### config.mk
export PLATFORM = sky130hd
export DESIGN_NAME = deadline_slot_scheduler
export DESIGN_NICKNAME = d
export VERILOG_FILES = /design/src/hdl/dss_pkg.sv /design/src/hdl/dss_front.sv /design/src/hdl/dss_back.sv /design/src/hdl/deadline_slot_scheduler.sv
export SDC_FILE = /design/constraint.sdc
export NUM_CORES = 1
export LEC_CHECK = 0
export ABC_AREA = 1
export BUFFER_PORTS_ARGS = -buffer_cell sky130_fd_sc_hd__buf_2
export CAP_MARGIN = 10
export CORE_MARGIN = 3
export CORE_UTILIZATION = 54
export DETAILED_ROUTE_END_ITERATION = 16
export HOLD_SLACK_MARGIN = 0.05
export MAX_ROUTING_LAYER = met4
export PLACE_DENSITY_LB_ADDON = 0.25
export SLEW_MARGIN = 10
export SYNTH_ARGS = -nofsm -noshare
export SYNTH_HDL_FRONTEND = slang
export SYNTH_SLANG_ARGS = --single-unit
export TNS_END_PERCENT = 30
### constraint.sdc
create_clock -name clk -period 3.9 [get_ports clk]
set_clock_uncertainty 0.15 [all_clocks]
set_input_delay 0.585 -clock clk [delete_from_list [all_inputs] [get_ports clk]]
set_output_delay 0.585 -clock clk [all_outputs]
set_load 0.01 [all_outputs]
### src/hdl/dss_pkg.sv
package dss_pkg;

  // Slot map is kept as rows of ROW_W slots.
  localparam int ROW_W     = 16;
  localparam int BIT_W     = 4;
  // Row number field wide enough for the largest slot count (1024 / 16).
  localparam int ROW_IDX_W = 6;

  localparam logic [21:0] PROFIT_MAX = 22'h3FFFFF;
  localparam logic [6:0]  COUNT_MAX  = 7'd127;

  typedef struct packed {
    logic [15:0]          job_id;
    logic [15:0]          profit;
    logic                 last;
    logic                 dl_ok;      // clamped deadline is nonzero
    logic [ROW_IDX_W-1:0] start_row;
    logic [BIT_W-1:0]     start_bit;
  } cmd_t;

  // Highest set bit of a row.
  function automatic logic [BIT_W-1:0] hi_bit(input logic [ROW_W-1:0] v);
    logic [BIT_W-1:0] idx;
    idx = '0;
    for (int i = 0; i < ROW_W; i++) begin
      if (v[i]) idx = BIT_W'(i);
    end
    return idx;
  endfunction

  // Bits 0..b set.
  function automatic logic [ROW_W-1:0] upto_mask(input logic [BIT_W-1:0] b);
    logic [ROW_W-1:0] m;
    for (int i = 0; i < ROW_W; i++) begin
      m[i] = (BIT_W'(i) <= b);
    end
    return m;
  endfunction

endpackage

### src/hdl/dss_front.sv
module dss_front #(
  parameter int SLOTS = 64
) (
  input  logic           clk,
  input  logic           rst_n,
  input  logic           in_push,
  output logic           in_full,
  input  logic [15:0]    in_job_id,
  input  logic [15:0]    in_deadline,
  input  logic [15:0]    in_profit,
  input  logic           in_end_of_set,
  output logic           cmd_avail,
  input  logic           cmd_pop,
  output dss_pkg::cmd_t  cmd
);
  import dss_pkg::*;

  localparam logic [15:0] SlotsW = 16'(SLOTS);

  logic [15:0] dl_clamp;
  logic [15:0] dl_m1;
  cmd_t        new_cmd;

  cmd_t        q_r [2];
  logic        wr_ptr_r, wr_ptr_nxt;
  logic        rd_ptr_r, rd_ptr_nxt;
  logic [1:0]  cnt_r, cnt_nxt;
  logic        push_ok, pop_ok;

  // Clamp and split the deadline into row / bit of the latest candidate slot.
  always_comb begin
    dl_clamp          = (in_deadline > SlotsW) ? SlotsW : in_deadline;
    dl_m1             = dl_clamp - 16'd1;
    new_cmd.job_id    = in_job_id;
    new_cmd.profit    = in_profit;
    new_cmd.last      = in_end_of_set;
    new_cmd.dl_ok     = (dl_clamp != 16'd0);
    new_cmd.start_row = dl_m1[BIT_W +: ROW_IDX_W];
    new_cmd.start_bit = dl_m1[BIT_W-1:0];
  end

  assign in_full   = (cnt_r == 2'd2);
  assign cmd_avail = (cnt_r != 2'd0);
  assign cmd       = q_r[rd_ptr_r];
  assign push_ok   = in_push && !in_full;
  assign pop_ok    = cmd_pop && cmd_avail;

  always_comb begin
    wr_ptr_nxt = push_ok ? ~wr_ptr_r : wr_ptr_r;
    rd_ptr_nxt = pop_ok ? ~rd_ptr_r : rd_ptr_r;
    cnt_nxt    = cnt_r + 2'(push_ok) - 2'(pop_ok);
  end

  always_ff @(posedge clk) begin
    if (!rst_n) begin
      wr_ptr_r <= 1'b0;
      rd_ptr_r <= 1'b0;
      cnt_r    <= 2'd0;
    end else begin
      wr_ptr_r <= wr_ptr_nxt;
      rd_ptr_r <= rd_ptr_nxt;
      cnt_r    <= cnt_nxt;
    end
  end

  always_ff @(posedge clk) begin
    if (push_ok) q_r[wr_ptr_r] <= new_cmd;
  end

endmodule

### src/hdl/dss_back.sv
module dss_back #(
  parameter int SLOTS = 64
) (
  input  logic           clk,
  input  logic           rst_n,
  input  logic           cmd_avail,
  output logic           cmd_pop,
  input  dss_pkg::cmd_t  cmd,
  output logic           out_empty,
  input  logic           out_pop,
  output logic [15:0]    out_echo_id,
  output logic           out_placed,
  output logic [5:0]     out_slot_index,
  output logic [21:0]    out_profit_sum,
  output logic [6:0]     out_placed_count
);
  import dss_pkg::*;

  localparam int ROWS   = (SLOTS + ROW_W - 1) / ROW_W;
  localparam int ROW_AW = (ROWS > 1) ? $clog2(ROWS) : 1;

  typedef enum logic [2:0] {
    ST_IDLE = 3'b001,
    ST_SRCH = 3'b010,
    ST_DONE = 3'b100
  } state_t;

  logic [ROW_W-1:0] mem [ROWS];
  logic [ROW_W-1:0] rd_r;
  logic             rd_en;
  logic [ROW_AW-1:0] rd_addr;
  logic             wr_en;
  logic [ROW_W-1:0] wr_data;

  state_t            state_r, state_nxt;
  logic [ROWS-1:0]   row_vld_r, row_vld_nxt;
  logic [ROW_AW-1:0] row_r, row_nxt;
  logic [ROW_W-1:0]  mask_r, mask_nxt;
  logic [15:0]       id_r, id_nxt;
  logic [15:0]       prof_r, prof_nxt;
  logic              last_r, last_nxt;
  logic              placed_r, placed_nxt;
  logic [5:0]        slot_r, slot_nxt;
  logic [21:0]       psum_r, psum_nxt;
  logic [6:0]        pcnt_r, pcnt_nxt;
  logic              ov_r, ov_nxt;
  logic [15:0]       o_id_r, o_id_nxt;
  logic              o_pl_r, o_pl_nxt;
  logic [5:0]        o_slot_r, o_slot_nxt;
  logic [21:0]       o_psum_r, o_psum_nxt;
  logic [6:0]        o_pcnt_r, o_pcnt_nxt;

  logic [ROW_W-1:0]           eff;
  logic [ROW_W-1:0]           free;
  logic [BIT_W-1:0]           hb;
  logic [22:0]                sum_w;
  logic [ROW_IDX_W+BIT_W-1:0] slot_w;

  assign out_empty        = !ov_r;
  assign out_echo_id      = o_id_r;
  assign out_placed       = o_pl_r;
  assign out_slot_index   = o_slot_r;
  assign out_profit_sum   = o_psum_r;
  assign out_placed_count = o_pcnt_r;

  always_comb begin
    // a row never written since the last clear reads as all free
    eff    = row_vld_r[row_r] ? rd_r : '0;
    free   = ~eff & mask_r;
    hb     = hi_bit(free);
    sum_w  = {1'b0, psum_r} + 23'(prof_r);
    slot_w = {ROW_IDX_W'(row_r), hb};

    state_nxt   = state_r;
    row_vld_nxt = row_vld_r;
    row_nxt     = row_r;
    mask_nxt    = mask_r;
    id_nxt      = id_r;
    prof_nxt    = prof_r;
    last_nxt    = last_r;
    placed_nxt  = placed_r;
    slot_nxt    = slot_r;
    psum_nxt    = psum_r;
    pcnt_nxt    = pcnt_r;
    ov_nxt      = ov_r && !out_pop;
    o_id_nxt    = o_id_r;
    o_pl_nxt    = o_pl_r;
    o_slot_nxt  = o_slot_r;
    o_psum_nxt  = o_psum_r;
    o_pcnt_nxt  = o_pcnt_r;
    cmd_pop     = 1'b0;
    rd_en       = 1'b0;
    rd_addr     = row_r;
    wr_en       = 1'b0;
    wr_data     = eff | (ROW_W'(1) << hb);

    unique case (state_r)
      ST_IDLE: begin
        if (cmd_avail) begin
          cmd_pop    = 1'b1;
          id_nxt     = cmd.job_id;
          prof_nxt   = cmd.profit;
          last_nxt   = cmd.last;
          placed_nxt = 1'b0;
          slot_nxt   = '0;
          row_nxt    = cmd.start_row[ROW_AW-1:0];
          mask_nxt   = upto_mask(cmd.start_bit);
          if (cmd.dl_ok) begin
            rd_en     = 1'b1;
            rd_addr   = row_nxt;
            state_nxt = ST_SRCH;
          end else begin
            state_nxt = ST_DONE;
          end
        end
      end
      ST_SRCH: begin
        if (|free) begin
          wr_en              = 1'b1;
          row_vld_nxt[row_r] = 1'b1;
          placed_nxt         = 1'b1;
          slot_nxt           = slot_w[5:0];
          psum_nxt           = (sum_w > 23'(PROFIT_MAX)) ? PROFIT_MAX : sum_w[21:0];
          pcnt_nxt           = (pcnt_r < COUNT_MAX) ? pcnt_r + 7'd1 : pcnt_r;
          state_nxt          = ST_DONE;
        end else if (row_r == '0) begin
          state_nxt = ST_DONE;
        end else begin
          // step down one row, whole row is a candidate now
          row_nxt  = row_r - ROW_AW'(1);
          mask_nxt = '1;
          rd_en    = 1'b1;
          rd_addr  = row_nxt;
        end
      end
      ST_DONE: begin
        if (!ov_r || out_pop) begin
          ov_nxt     = 1'b1;
          o_id_nxt   = id_r;
          o_pl_nxt   = placed_r;
          o_slot_nxt = slot_r;
          o_psum_nxt = psum_r;
          o_pcnt_nxt = pcnt_r;
          if (last_r) begin
            row_vld_nxt = '0;
            psum_nxt    = '0;
            pcnt_nxt    = '0;
          end
          state_nxt = ST_IDLE;
        end
      end
      default: state_nxt = ST_IDLE;
    endcase
  end

  always_ff @(posedge clk) begin
    if (!rst_n) begin
      state_r   <= ST_IDLE;
      row_vld_r <= '0;
      psum_r    <= '0;
      pcnt_r    <= '0;
      ov_r      <= 1'b0;
    end else begin
      state_r   <= state_nxt;
      row_vld_r <= row_vld_nxt;
      psum_r    <= psum_nxt;
      pcnt_r    <= pcnt_nxt;
      ov_r      <= ov_nxt;
    end
  end

  always_ff @(posedge clk) begin
    row_r    <= row_nxt;
    mask_r   <= mask_nxt;
    id_r     <= id_nxt;
    prof_r   <= prof_nxt;
    last_r   <= last_nxt;
    placed_r <= placed_nxt;
    slot_r   <= slot_nxt;
    o_id_r   <= o_id_nxt;
    o_pl_r   <= o_pl_nxt;
    o_slot_r <= o_slot_nxt;
    o_psum_r <= o_psum_nxt;
    o_pcnt_r <= o_pcnt_nxt;
  end

  // slot map rows, one write and one registered read port
  always_ff @(posedge clk) begin
    if (wr_en) mem[row_r] <= wr_data;
    if (rd_en) rd_r <= mem[rd_addr];
  end

endmodule

### src/hdl/deadline_slot_scheduler.sv
// Greedy deadline scheduler: jobs arrive one word at a time (ideally in
// non-increasing profit order); each job takes the latest free unit slot at
// or before its deadline, which is clamped to SLOTS, and every job gives one
// result word with placed, the 0-based slot (low 6 bits, 0 if not placed)
// and the running profit (saturating at 22 bits) and count (saturating at
// 127) of the current set. A job with end_of_set high is handled normally,
// then the slot map and totals clear for the next job. The search engine
// scans 16-slot rows of the slot map from the deadline's row downward, up
// to ceil(SLOTS/16) rows, one registered row read per cycle from a row
// memory (one write, one read port); a zero deadline skips the search.
// The input queue holds two words, so jobs are taken while the engine
// searches and while a result waits to be popped. No clearing pass is needed
// after reset: each row has a valid flag that reset and end of set clear.
module deadline_slot_scheduler #(
  parameter int SLOTS = 64
) (
  input  logic        clk,
  input  logic        rst_n,
  // job words
  input  logic        in_push,
  output logic        in_full,
  input  logic [15:0] in_job_id,
  input  logic [15:0] in_deadline,
  input  logic [15:0] in_profit,
  input  logic        in_end_of_set,
  // result words
  output logic        out_empty,
  input  logic        out_pop,
  output logic [15:0] out_echo_id,
  output logic        out_placed,
  output logic [5:0]  out_slot_index,
  output logic [21:0] out_profit_sum,
  output logic [6:0]  out_placed_count
);
  import dss_pkg::*;

  cmd_t cmd;
  logic cmd_avail;
  logic cmd_pop;

  // front: deadline clamp, row/bit split, two-word job queue
  dss_front #(.SLOTS(SLOTS)) u_front (
    .clk           (clk),
    .rst_n         (rst_n),
    .in_push       (in_push),
    .in_full       (in_full),
    .in_job_id     (in_job_id),
    .in_deadline   (in_deadline),
    .in_profit     (in_profit),
    .in_end_of_set (in_end_of_set),
    .cmd_avail     (cmd_avail),
    .cmd_pop       (cmd_pop),
    .cmd           (cmd)
  );

  // back: row-by-row downward search, slot map update, totals, result reg
  dss_back #(.SLOTS(SLOTS)) u_back (
    .clk              (clk),
    .rst_n            (rst_n),
    .cmd_avail        (cmd_avail),
    .cmd_pop          (cmd_pop),
    .cmd              (cmd),
    .out_empty        (out_empty),
    .out_pop          (out_pop),
    .out_echo_id      (out_echo_id),
    .out_placed       (out_placed),
    .out_slot_index   (out_slot_index),
    .out_profit_sum   (out_profit_sum),
    .out_placed_count (out_placed_count)
  );

endmodule

======== Yosys cells after proc, flatten, opt, wreduce, memory -nomap -nowiden ========
Memory sizes are Yosys's and may differ from the RTL's. A register that Yosys moved wholly into a read port is not among the register bits.
Cells that the tools add are included.
word-level totals
  register bits after elaboration ......... 151
  bits in writable memories ............... 152
  word-level logic and storage cells ...... 165
  memories kept ........................... 2
operators by class
  order comparisons ....................... 21
  bitwise logic cells ..................... 6
  shifts and indexed selects .............. 1
  eq/ne operators ......................... 12
  add/subtract/negate cells ............... 6
  multiplexer cells ....................... 75
  reduce and logical (&&, ||, !) cells .... 22
memory list
  name         words  width  read ports  clocked after memory_dff  write ports  line             source
  u_front.q_r  2      44     1           1                         1            dss_front.sv:24  cmd_t q_r [2];
  u_back.mem   4      16     1           1                         1            dss_back.sv:28   logic [ROW_W-1:0] mem [ROWS];
operators by type and width
  kind                                                           count
  two-way mux 22 bit                                             4
  two-way mux 16 bit                                             5
  two-way mux 4 bit                                              11
  one-hot mux 22 bit (2 select lines)                            1
  less-or-equal comparator 4 bit, first input constant           8
  one-hot mux 16 bit (2 select lines)                            1
  two-way mux 7 bit                                              4
  two-way mux 3 bit                                              9
  adder 22 x 16 -> 23 bit                                        1
  > comparator 23 x 22 -> 1 bit, second input constant           1
  two-way mux 1 bit                                              21
  AND 16 bit                                                     1
  > comparator 16 x 7 -> 1 bit, second input constant            1
  less-or-equal comparator 3 x 4 -> 1 bit, first input constant  4
  inverter 16 bit                                                1
  OR 16 bit                                                      1
  nonzero test 16 bit                                            1
  OR reduction 16 bit                                            1
  left shift 1 x 4 -> 16 bit, first input constant               1
  two-way mux 2 bit                                              7
  one-hot mux 7 bit (2 select lines)                             1
  two-way mux 6 bit                                              2
  one-hot mux 6 bit (2 select lines)                             1
  subtractor 10 x 1 -> 10 bit, second input constant             1
  other kinds (33)                                               54

======== Depth between registers and ports, before layout ========
  word-level depth ........................ 22
  gate-level depth with buffers ........... 26

======== Modules after synthesis ========
From an unflattened synthesis, not the netlist that was laid out.
second synthesis, totals
  cells, all modules ...................... 1035
  area, all modules ....................... 13158.9 µm²
by module, submodules not included
  module     seq. area each (µm²)  times used  area an instance (µm²)  cells an instance
  dss_back   6416.2                1           9444.1                  821
  dss_front  2742.6                1           3714.8                  214

======== Least setup slack after synthesis ========
No wires, ideal clock.
  path type ............................... input to register
  from .................................... input out_pop
  to ...................................... register u_back.psum_r[16]
  stages .................................. 9
  setup slack ............................. 175 ps
  arrival time ............................ 3443 ps
  data required time ...................... 3618 ps
  library setup time ...................... 132 ps
  cell sequence ........................... nor2_1 > nor2_1 > nand2_1 > inv_1 > nor2_1 > inv_1 > o21ai_1 > nand2_1 > a21oi_1
on the way
  cells in the longest elaborated chain, start to end .. 3
RTL lines
  element                           line                           source
  from (decl)                       deadline_slot_scheduler.sv:28  input logic out_pop,
  logical OR 1 bit                  dss_back.sv:137                if (!ov_r || out_pop) begin
  != test 2 x 1 -> 1 bit (no line)  n/a
  AND reduction 4 bit (no line)     n/a
  to (signal assigned)              dss_back.sv:166                psum_r <= psum_nxt;
  to (decl)                         dss_back.sv:44                 logic [21:0] psum_r, psum_nxt;
No other way between the ends.
A chain may end at the register's enable or synchronous reset.

======== Worst setup path in the final report ========
  from .................................... register u_back.row_r[0]
  to ...................................... register u_back.rd_r[6] (read register of u_back.mem) (data pin)
on the way
  cells in the longest elaborated chain, start to end .. 8
  elaborated cells between the ends (all ways) .. 16
  those cells by class .................... add/sub: 1; mux: 11; bitwise: 2; reduce/logical: 2
RTL lines
  element                                                                                          line             source
  from (decl)                                                                                      dss_back.sv:37   logic [ROW_AW-1:0] row_r, row_nxt;
  from (signal assigned)                                                                           dss_back.sv:173  row_r <= row_nxt;
  binary-select mux 1 bit (select 2 bit)                                                           dss_back.sv:68   eff = row_vld_r[row_r] ? rd_r : '0;
  two-way mux 1 bit (implied by the code)                                                          dss_back.sv:68
  two-way mux 16 bit                                                                               dss_back.sv:68
  inverter 16 bit                                                                                  dss_back.sv:69   free = ~eff & mask_r;
  AND 16 bit                                                                                       dss_back.sv:69
  OR reduction 16 bit                                                                              dss_back.sv:118  if (|free) begin
  two-way mux 2 bit / two-way mux 1 bit (equally long branches)                                    n/a
  one-hot mux 2 bit (2 select lines) / one-hot mux 1 bit (2 select lines) (equally long branches)  dss_back.sv:97   unique case (state_r)
  to (decl)                                                                                        dss_back.sv:29   logic [ROW_W-1:0] rd_r;
Several ways; a longest one is shown, not always the timed one. The select of a mux whose other input is x is not followed.

==> metrics.md <==
| Metric | Value |
|---|---|
| Leading post-synthesis cells by cell area | `edfxtp_1, nand2_1, dfxtp_1, inv_1, mux2_2` |
| # resized after CTS | `0` |
| Crit end category | `flop` |
| Total vias in the final route | `between 8000 and 9000` |
| Synth Flop Type | `edfxtp_1` |
| Pre-antenna DRT Iters | `5` |
| TritonCTS Buffers | `31` |
| HP Class | `input pin to flop` |
| Initial drt markers | `around 440` |
| Dpl hpwl | `17100 µm` |
| Yosys warns | `0` |
| Post-synth top cells | `edfxtp_1, nand2_1, inv_1` |
| Avg Synthesized Cell Area | `about 12 µm²` |
| Remaining Overflow, GRT | `0` |
| Compound-Gate Fraction of Synth Area | `between 4 and 5%` |
| Die area | `around 26000 µm²` |
| Final Max Slew Viols | `0` |
| Final ANT Viol Nets | `0` |
| Remaining DRCs | `0` |
| Register bit count reported by yosys | `311` |
| Min setup slack post-route | `approximately 0.48 ns` |
| Power, Total | `approximately 11 mW` |
| Worst slew pin tran | `roughly 0.83 ns` |
| R2r endpoint | `u_back.rd_r[6]` |
| Io pins | `107` |
| Antenna diodes | `0` |
| Largest net degree at the start of global routing | `43` |
| R2R depth | `20` |
| Crit path time final | `about 3.4 ns` |
| Sink Count | `311` |
| Peak Freq | `roughly 300 MHz` |
| Crit start category | `flop` |
| Cell area after placement | `between 10000 and 15000 µm²` |
| Via density | `5.23` |
| Top cell type's share of synthesized area | `between 60% and 70%` |
| Synth Area in Simple Gates | `15.6%` |
| Min-delay src | `in_profit[3]` |
| LEAKAGE | `~6 nW` |
| Post-Synth Adder-Cell Area | `between 2 and 2.5%` |
| Vias in the first global route | `~8000` |
| Period utilization | `between 80% and 90%` |
| Design area | `about 15000 µm²` |
| Fill count | `1792` |
| FP Rows | `56` |
| Worst skew pair latency | `roughly 0.56 ns` |
| Die width | `approximately 160 µm` |
| Unrepaired setup endpoints after global routing | `no` |
| Multi-input gate area | `~3600 µm²` |
| Synth cell types | `47` |
| Count leader, synth | `edfxtp_1` |
| Number of synthesized flops with an enable pin | `269` |
| VDD IR max | `513 µV` |
| Std-Cell Core Area | `23500 µm²` |
| Drt total wl | `between 20000 and 30000 µm` |
| Rel. slew slack | `44.2%` |
| Share of cells above drive strength 1 | `around a fifth` |
| GRT Util Overall | `a little over a fifth` |
| R2r setup slk | `around 0.48 ns` |
| Placed cell count | `roughly 1500` |
| Seq/Total Area, Yosys | `between 60% and 70%` |
| Synth async-reset ratio | `0%` |
| Max cap viols | `0` |
| Sequential cell area | `about 8900 µm²` |
| Worst hold endpoint | `u_front.q_r[1][15]` |
| P&R area growth vs syn | `17.8%` |
| Power Density | `around 690 nW/µm²` |
| WP data required | `about 4.1 ns` |
| Mapped Cells | `roughly 1100` |
| Setup violations, final | `0` |
| Kind of critical path | `flop to flop` |
| Initial Util | `55.2%` |
| Placer Congestion | `0.904` |
| CTS H-Tree Depth | `1` |
| First-pass GRT wire length | `around 42000 µm` |
| Status | `finished clean` |
| Die height | `roughly 160 µm` |
| Mapped cell area | `~13000 µm²` |
| Hold Crit Depth | `1` |
| Pre-CTS setup slack | `-0.191 ns` |
| Critical Path Fanout Max | `32` |
| Clock root buffer | `clkbuf_16` |
| CTS tree | `yes` |
| Mapped Nets | `between 1000 and 1500` |
| Nets | `roughly 1300` |
| Avg WL per Cell | `16.5 µm` |
| Final Hold Viols | `0` |
| Largest area contributor in the netlist | `edfxtp_1` |
| Multiplexer area fraction after synthesis | `between 3 and 4%` |
| Hold slack | `0.0724 ns` |
| Post-Layout Cell Count | `1561` |
| Largest family of logic cells by synthesized area | `simple AND/OR/NAND/NOR gates` |
| PortBufs | `between 100 and 150` |
| Xor and xnor fraction of the mapped netlist area | `~1.3%` |
| FF-to-FF Start | `u_back.row_r[0]` |
| CTS max path bufs | `3` |
| Worst-path clk slew | `around 0.06 ns` |
| WP data arrival | `3.57 ns` |
| Initial antenna violation count | `0` |
-- cells in the final DEF (no fill, tap or decap), types with 22 or more instances in the layout --
cell,count
buf_4,22
inv_1,101
a21oi_1,51
o21ai_0,25
buf_2,106
edfxtp_1,269
mux2_2,33
nand2_1,239
nor2_1,58
nand3b_1,34
dfxtp_1,41
nand3_1,55
clkbuf_16,31
-- where the power goes --
| group | total, mW | internal (mW) | leakage, nW | switching (mW) |
|---|---|---|---|---|
| Sequential | 4.68 | 4.44 | 2.83 | 0.244 |
| Clock | 3.33 | 2.09 | 0.560 | 1.24 |
| Combinational | 2.56 | 0.857 | 2.63 | 1.70 |
| Total | 10.6 | 7.39 | 6.02 | 3.18 |
-- registers in the layout (all words and copies together), names as in the netlist, 15 cells and up, named ones only --
signal                 cells
u_back.id_r               16
u_back.out_echo_id        16
u_back.prof_r             16
u_back.out_profit_sum     22
u_back.psum_r             22
u_back.mem                64
u_back.mask_r             15
u_back.rd_r               16
u_front.q_r               80
-- worst max-delay path by stage --
| stage | start | end | slack, ns | cells after the start |
|---|---|---|---|---|
| 2_1_floorplan | out_pop | u_back.psum_r[16] | 0.18 | 9 |
| 3_3_place_gp | u_back.row_r[0] | u_back.rd_r[3] | -0.04 | 17 |
| 3_5_place_dp | u_back.row_r[0] | u_back.rd_r[3] | -0.19 | 17 |
| 4_1_cts | u_back.row_r[0] | u_back.rd_r[0] | 0.51 | 20 |
| 5_1_grt | u_back.row_r[0] | u_back.rd_r[1] | 0.17 | 20 |
| 6_report | u_back.row_r[0] | u_back.rd_r[6] | 0.48 | 20 |
-- cell type report --
class	count	area share [%]
inverters	106	2.66
multi-input cells	623	23.3
clock buffers	35	5.29
flip-flops and latches	311	58.2
repair buffers	144	5.59
well taps	319	2.61
clock inverters	23	2.36
-- per-stage QoR --
stage,utilization [%],setup TNS (ns)
2_1_floorplan,-,0
3_3_place_gp,59.4,-0.641
3_5_place_dp,59.4,-2.73
4_1_cts,65.1,0
5_1_grt,65.1,0
6_report,65.1,0
-- cell families after synthesis --
| family | count (synthesis) |
|---|---|
| xor+xnor | 20 |
| compound gates | 107 |
| fa+ha+maj | 22 |
| simple gates | 437 |
| flops | 311 |
| buf+inv | 134 |
| mux | 37 |
-- critical path, cell delays in order (launching register included) --
cell	delay, ns
edfxtp_1	0.57
clkinv_4	0.17
nand2_1	0.09
nand2_1	0.06
nand2_2	0.09
nand2_4	0.17
nand2_1	0.14
nand2_1	0.08
nand2_1	0.13
nor2_4	0.06
nand2_4	0.11
clkinv_4	0.09
nand3_4	0.08
nand2_4	0.10
nor2_1	0.20
a31oi_4	0.07
nand3_4	0.11
buf_4	0.35
nand3b_1	0.15
nand3_1	0.11
nand2_1	0.06
-- metal layers --
| metal | vias up | share of wire, % | GRT usage, % |
|---|---|---|---|
| met1 | 3890 | 45 | 29.0 |
| met5 | - | 0 | - |
| li1 | 4008 | - | - |
| met3 | 40 | 6.9 | 4.08 |
| met2 | 227 | 47 | 32.8 |
| met4 | 0 | 1.5 | 4.18 |
-- timing repair --
action	4_1_cts	5_1_grt
hold endpoints to repair	31	0
buffers inserted	1	0
hold buffers	16	0
endpoints found under the setup margin	16	0
Power figures use the tool's default switching activity.
